### config.mk
export PLATFORM = sky130hd
export DESIGN_NAME = eye_window_center_search
export DESIGN_NICKNAME = d
export VERILOG_FILES = /design/src/rtl/core/ewcs_pkg.sv /design/src/rtl/core/ewcs_lane_mem.sv /design/src/rtl/core/ewcs_update.sv /design/src/rtl/core/eye_window_center_search.sv
export SDC_FILE = /design/constraint.sdc
export NUM_CORES = 2
export LEC_CHECK = 0
export BUFFER_PORTS_ARGS = -buffer_cell sky130_fd_sc_hd__buf_2
export CAP_MARGIN = 10
export CORE_MARGIN = 4
export CORE_UTILIZATION = 27
export CTS_CLUSTER_SIZE = 12
export DETAILED_ROUTE_END_ITERATION = 10
export PLACE_DENSITY_LB_ADDON = 0.2
export SLEW_MARGIN = 20
export SYNTH_ARGS = -nofsm -noshare
export SYNTH_HDL_FRONTEND = slang
export SYNTH_SLANG_ARGS = --single-unit
### constraint.sdc
create_clock -name clk -period 16 [get_ports clk]
set_input_delay 3.2 -clock clk [delete_from_list [all_inputs] [get_ports clk]]
set_output_delay 3.2 -clock clk [all_outputs]
set_load 0.01 [all_outputs]
### src/rtl/core/ewcs_pkg.sv
`timescale 1ns / 1ps
// Shared types and constants for the eye window center search.
package ewcs_pkg;

	localparam int CH_W    = 7;
	localparam int TAP_W   = 8;
	localparam int SMP_W   = 16;
	localparam int LEN_W   = 9;
	localparam int PROD_W  = 14;
	localparam logic [LEN_W-1:0] LEN_MAX     = 9'd511;
	localparam logic [4:0]       GROWTH_NUM  = 5'd18;
	localparam int               GROWTH_SHIFT = 4;

	typedef struct packed {
		logic [SMP_W-1:0] last_sample;
		logic [TAP_W-1:0] run_start;
		logic [LEN_W-1:0] run_length;
		logic [TAP_W-1:0] best_start;
		logic [LEN_W-1:0] best_length;
	} ewcs_state_t;

endpackage

### src/rtl/core/ewcs_lane_mem.sv
`timescale 1ns / 1ps
// Per-lane state memory: one write port, one registered read port, valid bits.
module ewcs_lane_mem #(
	parameter int LANES = 65,
	parameter int AW    = 7
) (
	input  logic                  clk,
	input  logic                  arst_n,
	input  logic                  rd_en,
	input  logic [AW-1:0]         rd_addr,
	output ewcs_pkg::ewcs_state_t rd_data,
	output logic                  rd_hit,
	input  logic                  wr_en,
	input  logic [AW-1:0]         wr_addr,
	input  ewcs_pkg::ewcs_state_t wr_data
);
	import ewcs_pkg::*;

	ewcs_state_t       mem [LANES];
	logic [LANES-1:0]  written_q;

	always_ff @(posedge clk) begin
		if (wr_en) begin
			mem[wr_addr] <= wr_data;
		end
		if (rd_en) begin
			rd_data <= mem[rd_addr];
		end
	end

	always_ff @(posedge clk or negedge arst_n) begin
		if (!arst_n) begin
			written_q <= '0;
			rd_hit    <= 1'b0;
		end else begin
			if (wr_en) begin
				written_q[wr_addr] <= 1'b1;
			end
			if (rd_en) begin
				rd_hit <= written_q[rd_addr];
			end
		end
	end

	// a written entry stays marked
	a_written_sticks: assert property (@(posedge clk) disable iff (!arst_n)
		wr_en |=> written_q[$past(wr_addr)])
		else $error("written lane lost its valid bit");

endmodule

### src/rtl/core/ewcs_update.sv
`timescale 1ns / 1ps
// Run and best-eye update for one lane sample.
module ewcs_update (
	input  ewcs_pkg::ewcs_state_t       cur,
	input  logic [ewcs_pkg::TAP_W-1:0]  tap,
	input  logic [ewcs_pkg::SMP_W-1:0]  smp,
	output ewcs_pkg::ewcs_state_t       nxt,
	output logic [ewcs_pkg::TAP_W-1:0]  center
);
	import ewcs_pkg::*;

	logic [PROD_W-1:0] prod;
	logic [PROD_W-1:0] limit;

	always_comb begin
		prod  = PROD_W'(cur.best_length) * PROD_W'(GROWTH_NUM);
		limit = prod >> GROWTH_SHIFT;
		nxt   = cur;
		if (smp == cur.last_sample) begin
			if (cur.run_length < LEN_MAX) begin
				nxt.run_length = cur.run_length + 9'd1;
			end
		end else begin
			// ended run replaces best only if it beats 18/16 of it
			if (PROD_W'(cur.run_length) > limit) begin
				nxt.best_start  = cur.run_start;
				nxt.best_length = cur.run_length;
			end
			nxt.run_length = '0;
			nxt.run_start  = tap;
		end
		nxt.last_sample = smp;
		center = nxt.best_start + nxt.best_length[LEN_W-1:1];
	end

endmodule

### src/rtl/core/eye_window_center_search.sv
`timescale 1ns / 1ps
// Top level of the eye window center search: per-lane delay scan tracking.
//
//  channel  dir  handshake            payload
//  in       in   in_valid / in_stall  channel, delay_tap, sample
//  out      out  out_valid/ out_stall out_channel, eye_start, eye_width, eye_center
//
// One item per cycle sustained while in_stall is low. An item is accepted, its lane
// state is read from the lane memory at that edge, then updated in s1 and written
// back when s1 fires; the item just ahead is forwarded from a write-back register
// when lanes match. A result (last tap only) is registered when its item leaves s1.
// Reset clears the lane valid bits at once; unwritten lanes read as scan defaults,
// so there is no clearing pass. Tap 0 restarts a lane from the defaults.
// in_stall rises only while s1 holds a last-tap item and the output register is
// full and stalled. Out-of-range lanes or taps are dropped without a result.
module eye_window_center_search #(
	parameter int LANES       = 65,
	parameter int DELAY_STEPS = 256,
	parameter int SAMPLE_BITS = 16
) (
	input  logic                         clk,
	input  logic                         arst_n,
	input  logic                         in_valid,
	output logic                         in_stall,
	input  logic [ewcs_pkg::CH_W-1:0]    channel,
	input  logic [ewcs_pkg::TAP_W-1:0]   delay_tap,
	input  logic [ewcs_pkg::SMP_W-1:0]   sample,
	output logic                         out_valid,
	input  logic                         out_stall,
	output logic [ewcs_pkg::CH_W-1:0]    out_channel,
	output logic [ewcs_pkg::TAP_W-1:0]   eye_start,
	output logic [ewcs_pkg::LEN_W-1:0]   eye_width,
	output logic [ewcs_pkg::TAP_W-1:0]   eye_center
);
	import ewcs_pkg::*;

	localparam int AW = (LANES > 1) ? $clog2(LANES) : 1;
	localparam logic [SMP_W-1:0] SMP_MASK  = SMP_W'((64'd1 << SAMPLE_BITS) - 64'd1);
	localparam logic [TAP_W-1:0] TAP_LAST  = TAP_W'(DELAY_STEPS - 1);
	localparam ewcs_state_t      SCAN_INIT = '{last_sample: SMP_MASK, default: '0};

	// input side
	logic in_accept;
	logic in_range;

	// stage 1
	logic              vld_s1;
	logic [CH_W-1:0]   ch_s1;
	logic [AW-1:0]     idx_s1;
	logic [TAP_W-1:0]  tap_s1;
	logic [SMP_W-1:0]  smp_s1;
	logic              last_s1;
	logic              hold_s1;
	logic              fire_s1;

	// memory and forwarding
	ewcs_state_t       rd_data;
	logic              rd_hit;
	ewcs_state_t       fwd_data_q;
	logic [AW-1:0]     fwd_idx_q;
	logic              fwd_vld_q;
	ewcs_state_t       cur;
	ewcs_state_t       nxt;
	logic [TAP_W-1:0]  center;

	assign in_range  = ({1'b0, channel} < 8'(LANES)) && ({1'b0, delay_tap} < 9'(DELAY_STEPS));
	assign in_accept = in_valid && !in_stall;

	assign last_s1  = (tap_s1 == TAP_LAST);
	assign hold_s1  = vld_s1 && last_s1 && out_valid && out_stall;
	assign fire_s1  = vld_s1 && !hold_s1;
	assign in_stall = hold_s1;

	ewcs_lane_mem #(
		.LANES (LANES),
		.AW    (AW)
	) u_mem (
		.clk     (clk),
		.arst_n  (arst_n),
		.rd_en   (in_accept),
		.rd_addr (channel[AW-1:0]),
		.rd_data (rd_data),
		.rd_hit  (rd_hit),
		.wr_en   (fire_s1),
		.wr_addr (idx_s1),
		.wr_data (nxt)
	);

	// lane state source: scan restart, item just ahead, memory, or defaults
	always_comb begin
		if (tap_s1 == '0) begin
			cur = SCAN_INIT;
		end else if (fwd_vld_q && (fwd_idx_q == idx_s1)) begin
			cur = fwd_data_q;
		end else if (rd_hit) begin
			cur = rd_data;
		end else begin
			cur = SCAN_INIT;
		end
	end

	ewcs_update u_upd (
		.cur    (cur),
		.tap    (tap_s1),
		.smp    (smp_s1),
		.nxt    (nxt),
		.center (center)
	);

	always_ff @(posedge clk or negedge arst_n) begin
		if (!arst_n) begin
			vld_s1    <= 1'b0;
			fwd_vld_q <= 1'b0;
			out_valid <= 1'b0;
		end else begin
			if (in_accept) begin
				vld_s1 <= in_range;
			end else if (fire_s1) begin
				vld_s1 <= 1'b0;
			end
			if (fire_s1) begin
				fwd_vld_q <= 1'b1;
			end
			if (fire_s1 && last_s1) begin
				out_valid <= 1'b1;
			end else if (!out_stall) begin
				out_valid <= 1'b0;
			end
		end
	end

	always_ff @(posedge clk) begin
		if (in_accept) begin
			ch_s1  <= channel;
			idx_s1 <= channel[AW-1:0];
			tap_s1 <= delay_tap;
			smp_s1 <= sample & SMP_MASK;
		end
		if (fire_s1) begin
			fwd_data_q <= nxt;
			fwd_idx_q  <= idx_s1;
		end
		if (fire_s1 && last_s1) begin
			out_channel <= ch_s1;
			eye_start   <= nxt.best_start;
			eye_width   <= nxt.best_length;
			eye_center  <= center;
		end
	end

	a_stall_only_when_held: assert property (@(posedge clk) disable iff (!arst_n)
		in_stall |-> (vld_s1 && out_valid))
		else $error("input stalled without a held item");

	a_result_follows_last: assert property (@(posedge clk) disable iff (!arst_n)
		(fire_s1 && last_s1) |=> out_valid)
		else $error("last-tap item produced no result");

	a_center_consistent: assert property (@(posedge clk) disable iff (!arst_n)
		out_valid |-> (eye_center == TAP_W'(eye_start + eye_width[LEN_W-1:1])))
		else $error("eye center does not match start and width");

	a_no_write_while_held: assert property (@(posedge clk) disable iff (!arst_n)
		hold_s1 |=> vld_s1)
		else $error("held item left stage 1");

endmodule

# [Yosys cells after proc, flatten, opt, wreduce, memory -nomap -nowiden]
# Memories as Yosys holds them, arrays and structs flattened. A register that Yosys moved wholly into a read port is not among the register bits.
# Cells that the tools add are included.
[totals] register_bits=189 latch_bits=0 ram_bits=3250 romBits=0 in_bits=35 output_inout_bits=34 wordCells=62 memories=1
[classes] addsub=2 n_mul=1 div_mod_pow=0 order_cmp=6 n_eq_ne=4 shifts=0 mux=18 n_bitwise=1 n_reduce_logical=11
[memory_table] name="u_mem.mem" depth=65 width=50 rd=1 rd_ports_with_merged_regs=1 write_ports=1 line="ewcs_lane_mem.sv:19" source="ewcs_state_t mem [LANES];"
[op_table] operator="50-bit two-way mux" count=3
[op_table] operator="65-bit bitwise OR" count=1
[op_table] operator="17-bit two-way mux" count=2
[op_table] operator="9-bit two-way mux" count=2
[op_table] operator="16-bit == test" count=1
[op_table] operator="7-bit by 8-bit < comparator with 1-bit output (second input constant)" count=2
[op_table] operator="9-bit by 4-bit multiplier with 13-bit output (second input constant)" count=1
[op_table] operator="9-bit by 10-bit > comparator with 1-bit output" count=1
[op_table] operator="9-bit by 1-bit adder with 9-bit output (second input constant)" count=1
[op_table] operator="9-bit < comparator (second input constant)" count=1
[op_table] operator="8-bit adder" count=1
[op_table] operator="8-bit == test (second input constant)" count=1
[op_table] operator="1-bit logical AND" count=8
[op_table] operator="8-bit zero test" count=1
[op_table] operator="1-bit two-way mux" count=8
[op_table] operator="8-bit two-way mux" count=1
[op_table] operator="1-bit binary-select mux with 7-bit select" count=1
[op_table] operator="1-bit demux with 7-bit select" count=1
[op_table] operator="7-bit == test" count=1
[op_table] operator="7-bit by 1-bit greater-or-equal comparator with 1-bit output (second input constant)" count=1
[op_table] operator="7-bit < comparator (second input constant)" count=1
[op_table] operator="2-bit by 1-bit inequality test with 1-bit output (second input constant)" count=1
[op_table] operator="2-bit nonzero test" count=1
[op_table] operator="1-bit zero test" count=1

# [Longest topological paths before layout]
[depth] depth_word=9 depth_mapped=42 mapped_depth_nobuf=35

# [Hierarchy]
# From an unflattened synthesis, not the netlist that was laid out.
[hier_totals] hier_cells=6076 area_unflattened_um2=134743.0
[by_module_without_submodules] module="ewcs_lane_mem" n_inst=1 cells_each=5524 area_each_um2=128022.8 seq_area_each_um2=100746.6
[by_module_without_submodules] module="eye_window_center_search" n_inst=1 cells_each=334 area_each_um2=4912.2 seq_area_each_um2=3678.5
[by_module_without_submodules] module="ewcs_update" n_inst=1 cells_each=218 area_each_um2=1808.0 seq_area_each_um2=0.0

# [Worst setup path before layout]
# No wires, ideal clock.
[synth_path] kind="input port to flip-flop" from="input out_stall" to="register u_mem.written_q[64]" setup_time_ns=0.094 arrival_ns=8.896 t_required_ns=15.906 path_slack_ns=7.010 stages=4 path_buffers=0 path_cell_list="nand2_1 -> o21ai_0 -> nor4_1 -> or2_2"
[synth_via] elab_chain_len=3
[synth_rtl] item="from (decl)" line="eye_window_center_search.sv:29" source="input logic out_stall,"
[synth_rtl] item="1-bit logical AND" line="eye_window_center_search.sv:70" source="assign hold_s1 = vld_s1 && last_s1 && out_valid && out_stall;"
[synth_rtl] item="1-bit zero test" line="eye_window_center_search.sv:71" source="assign fire_s1 = vld_s1 && !hold_s1;"
[synth_rtl] item="1-bit logical AND" line="eye_window_center_search.sv:71"
[synth_rtl] item="to (signal assigned)" line="ewcs_lane_mem.sv:33" source="written_q <= '0;"
[synth_rtl] item="to (signal, indexed assignment)" line="ewcs_lane_mem.sv:37" source="written_q[wr_addr] <= 1'b1;"
[synth_rtl] item="to (decl)" line="ewcs_lane_mem.sv:20" source="logic [LANES-1:0] written_q;"
# Every way passes these cells.
# A chain may end at the register's enable or synchronous reset.

==> impl.org <==
** Outcome
- Result of the run :: completed

** Power and ir drop
- Total power density per cell area :: between 100 and 150 nW/um^2
- Leakage power total :: slightly below 50 nW
- VDD sags by at most 0.0000992 V.
- Total design power :: 19.3 mW

** Synthesis
- After synthesis, the netlist uses 68 different library cells.
- Averaged over all synthesized cells, the footprint is roughly 24 um^2.
- Count of yosys warnings during synthesis :: 0
- By area the synthesized netlist is led by edfxtp_1 77%, mux4_2 18%, dfrtp_1 1.3%, mux2_2 0.58%, clkbuf_1 0.52%.
- Synthesis inferred 3,489 register bits.
- The synthesized design contains 3,420 enable-type register cells.
- Count of mapped cells out of synthesis :: 5,540
- Area fraction of the dominant cell type after synthesis :: 76.5%
- Main synth FF type :: edfxtp_1
- The cell area that synthesis handed to floorplanning was 134,000 um^2.
- Mapped Nets :: 5,603
- Sequential-to-total area share from yosys stat :: 77.8%
- Share of synthesized registers carrying an async set or reset :: under 10%
- Library cell occupying the most area in the post-synthesis netlist :: edfxtp_1

** Route
- In the routed layout, each cell is associated on average with a via count of 5.01.
- After detailed routing, the average wire length per cell comes to 33.8 um.
- Detailed-routing iteration count for the pre-antenna-repair pass :: 5
- The final layout contains routed wiring with a total length of 435 mm.
- Routed via count :: 64,400
- Number of violations reported at the end of detailed-routing iteration 0 :: roughly 8,000
- After detailed routing, the number of remaining DRC violations is 0.
- The count of nets left with antenna violations once routing finished came out at 0.

** Floorplan
- The die covers 508,000 um^2.
- The core region is 495,000 um^2.
- Vert. Die Dim :: 713 um
- The initialized floorplan defines 258 standard-cell rows.
- Initial standard-cell utilization of the core :: 27.1%
- In this run the horizontal extent of the chip is 713 um.
- I/O pin cnt :: 69

** Clock tree
- CTS saw around 3,500 sinks.
- Clock tree synthesis selected as its root buffer the cell clkbuf_16.
- In this run, post-CTS hold repair placed 0 buffers.
- H-tree levels :: 5
- The number of clock buffers added by TritonCTS is around 370.
- Number of buffers on the longest clock path :: 4
- CTS tree :: yes
- Once the clock tree was built, the resizer swapped 0 gates to a different size.
- Clock transition at the register clock pins on the worst setup and hold paths after CTS :: roughly 60 ps
- Clock network latency to the later pin of the worst-skew pair :: 990 ps
- Once the clock tree was built, the setup fixing pass inserted 0 buffers.

** Worst setup path
- At the worst endpoint, the required time is roughly 17,000 ps.
- For the worst setup path, the data arrival time is roughly 9300 ps.
- For this design, the slowest cell found on the critical path is mux2_4.
- In this run the worst path has a maximum fanout of between 60 and 70.
- Top cell family by delay on the critical path :: compound AO/OA/AOI/OAI gates
- STA classifies the critical path endpoint as a register.
- Startpoint type of the worst setup path :: register
- Critical path class :: register to register
- Counting stages on the worst path, the most repeated cell is a21oi_1.
- Counting both buffers and inverters, the worst setup path holds a total of 3.
- Register-to-Register Setup Slack :: 7420 ps
- In this design, the stage delay of the slowest critical-path cell is 690 ps.

** GRT
- For met1 alone, demand over resource in global routing was 24.6%.
- Wire length of the first global-routing pass :: approximately 600 mm
- Total track usage :: 16.7%
- Global routing consumed, on the met2 layer, approximately 26% of the routing resources.
- The number of global-route vias before repair is approximately 66,000.
- Summed over all layers, the global routing overflow is 0.
- In the global route stage, met3 resource usage came out at 2.62%.
- Entering global routing, the biggest net connects 126 pins.
- The number of antenna violations at the first check in global routing is 32.
- Most congested layer reported by global routing :: met2

** Timing
- In this run the tightest slew margin relative to its limit is 20.0%.
- Timing would allow up to 117 MHz.
- The final count of hold timing violations was 0.
- For the final database, setup skew stands at around 71 ps.
- RSZ-0062 raised after global routing :: false
- The final critical path takes up approximately 54% of the cycle.
- Slew Viols, Final :: 0
- At the pin with the least slew margin, the transition time is 1200 ps.
- Setup total negative slack on the finished layout was measured at 0 ps.
- Setup violations remaining at the end of the flow were counted as 0.
- Subtracting the final worst setup slack from the clock period gives 8580 ps.

** Place
- Once placement completed, the tool counted placed cells totaling 12,200.
- The placed instances occupy a cell area of 144,000 um^2.
- Once detailed placement completed, the half-perimeter wirelength came to 233 mm.
- GPL Wtd Cong :: between 0.8 and 0.9
- Port Buf Inserts :: 68

** Cells and area
- Excluding fillers, the count of instances in the completed layout stands at 12,800.
- # fillers :: 47,100
- Synthesis-to-layout area growth :: 16.0%
- At the end of the flow the core is filled with cells to 31.5%.
- Number of nets in the layout :: 6,008
- Post-route standard cell area excluding fillers :: 156,000 um^2
- Leaving out fill and tap cells, the most frequent cell in the layout is edfxtp_1.
- Share of cells above drive strength 1 :: about a third
- In the layout the commonest cells are 3,420 x edfxtp_1, 1,063 x mux4_2, 369 x clkbuf_16.

** Worst hold path
- Class of the tightest hold or removal check :: register to register

** Flow run
- Maxcap violations :: 0
## metal layers
layer / wire length (um) / part of all wire [%] / vias up
li1: - / - / 24700
met1: 197000 / 45 / 36800
met2: 200000 / 46 / 2389
met3: 27100 / 6.2 / 523
met4: 10300 / 2.4 / 2
met5: 11 / 0.0025 / -
## logic make-up (layout without fill, tap and decap cells)
| kind of cell | after synthesis | count (layout) | synth area share (%) |
|---|---|---|---|
| compound gates | 146 | 146 | 0.665 |
| fa+ha+maj | 28 | 28 | 0.272 |
| flops | 3489 | 3489 | 77.8 |
| other cells | 0 | 5 | 0 |
| buf+inv | 304 | 977 | 0.933 |
| mux | 1154 | 1154 | 18.6 |
| xor+xnor | 37 | 37 | 0.242 |
| simple gates | 382 | 382 | 1.45 |
## final timing paths
path                       depth (start not counted)                  end                start
min                                                1  u_mem.written_q[54]  u_mem.written_q[54]
min in group asynchronous                          1               vld_s1               arst_n
max in group asynchronous                          2  u_mem.written_q[56]               arst_n
min reg2reg                                        1  u_mem.written_q[54]  u_mem.written_q[54]
max                                               34        eye_center[7]            idx_s1[0]
max reg2reg                                       34        eye_center[7]            idx_s1[0]
## stage by stage
step                      setup slack [ps]  hold slack, ps
final                                 7420             463
after CTS                             7110             465
after floorplan                       7010             434
after detailed placement              7120             448
after global placement                7130             446
after global routing                  6840             471
## final cells by class
| type | count | area (um^2) | area share, % |
|---|---|---|---|
| Antenna cell | 5 | 12.5 | 0.00804 |
| Timing Repair Buffer | 322 | 2590 | 1.66 |
| Clock buffer | 479 | 9700 | 6.23 |
| Tap cell | 6630 | 8300 | 5.33 |
| Sequential cell | 3489 | 104000 | 67.1 |
| Inverter | 18 | 68.8 | 0.0442 |
| Clock inverter | 158 | 1420 | 0.909 |
| Multi-Input combinational cell | 1747 | 29100 | 18.7 |
## synthesized netlist by cell type, types with 16 or more instances
| master | number |
|---|---|
| mux4_2 | 1063 |
| clkbuf_1 | 186 |
| nand2_1 | 79 |
| a21oi_1 | 67 |
| or2_2 | 67 |
| buf_1 | 49 |
| ha_1 | 26 |
| mux2_2 | 69 |
| nor2_1 | 106 |
| xor2_1 | 16 |
| edfxtp_1 | 3420 |
| buf_2 | 42 |
| dfrtp_1 | 69 |
| mux2i_1 | 17 |
| nand3_1 | 35 |
| o21ai_0 | 26 |
| xnor2_1 | 21 |
| inv_1 | 18 |
## flip-flops by register name, indices dropped and copies added, names as in the netlist, 7 cells and up
name	count
u_mem.written_q	65
tap_s1	8
fwd_idx_q	7
u_mem.rd_data	50
out_channel	7
eye_start	8
u_mem.mem	3250
fwd_data_q	50
eye_width	9
eye_center	8
idx_s1	7
smp_s1	16
## report_power, final
| group | total [mW] | internal, mW | switching [mW] |
|---|---|---|---|
| clock | 8.07 | 4.43 | 3.64 |
| sequential | 10.2 | 10.2 | 0.0317 |
| combinational | 1.01 | 0.366 | 0.641 |
Power figures use the tool's default switching activity.
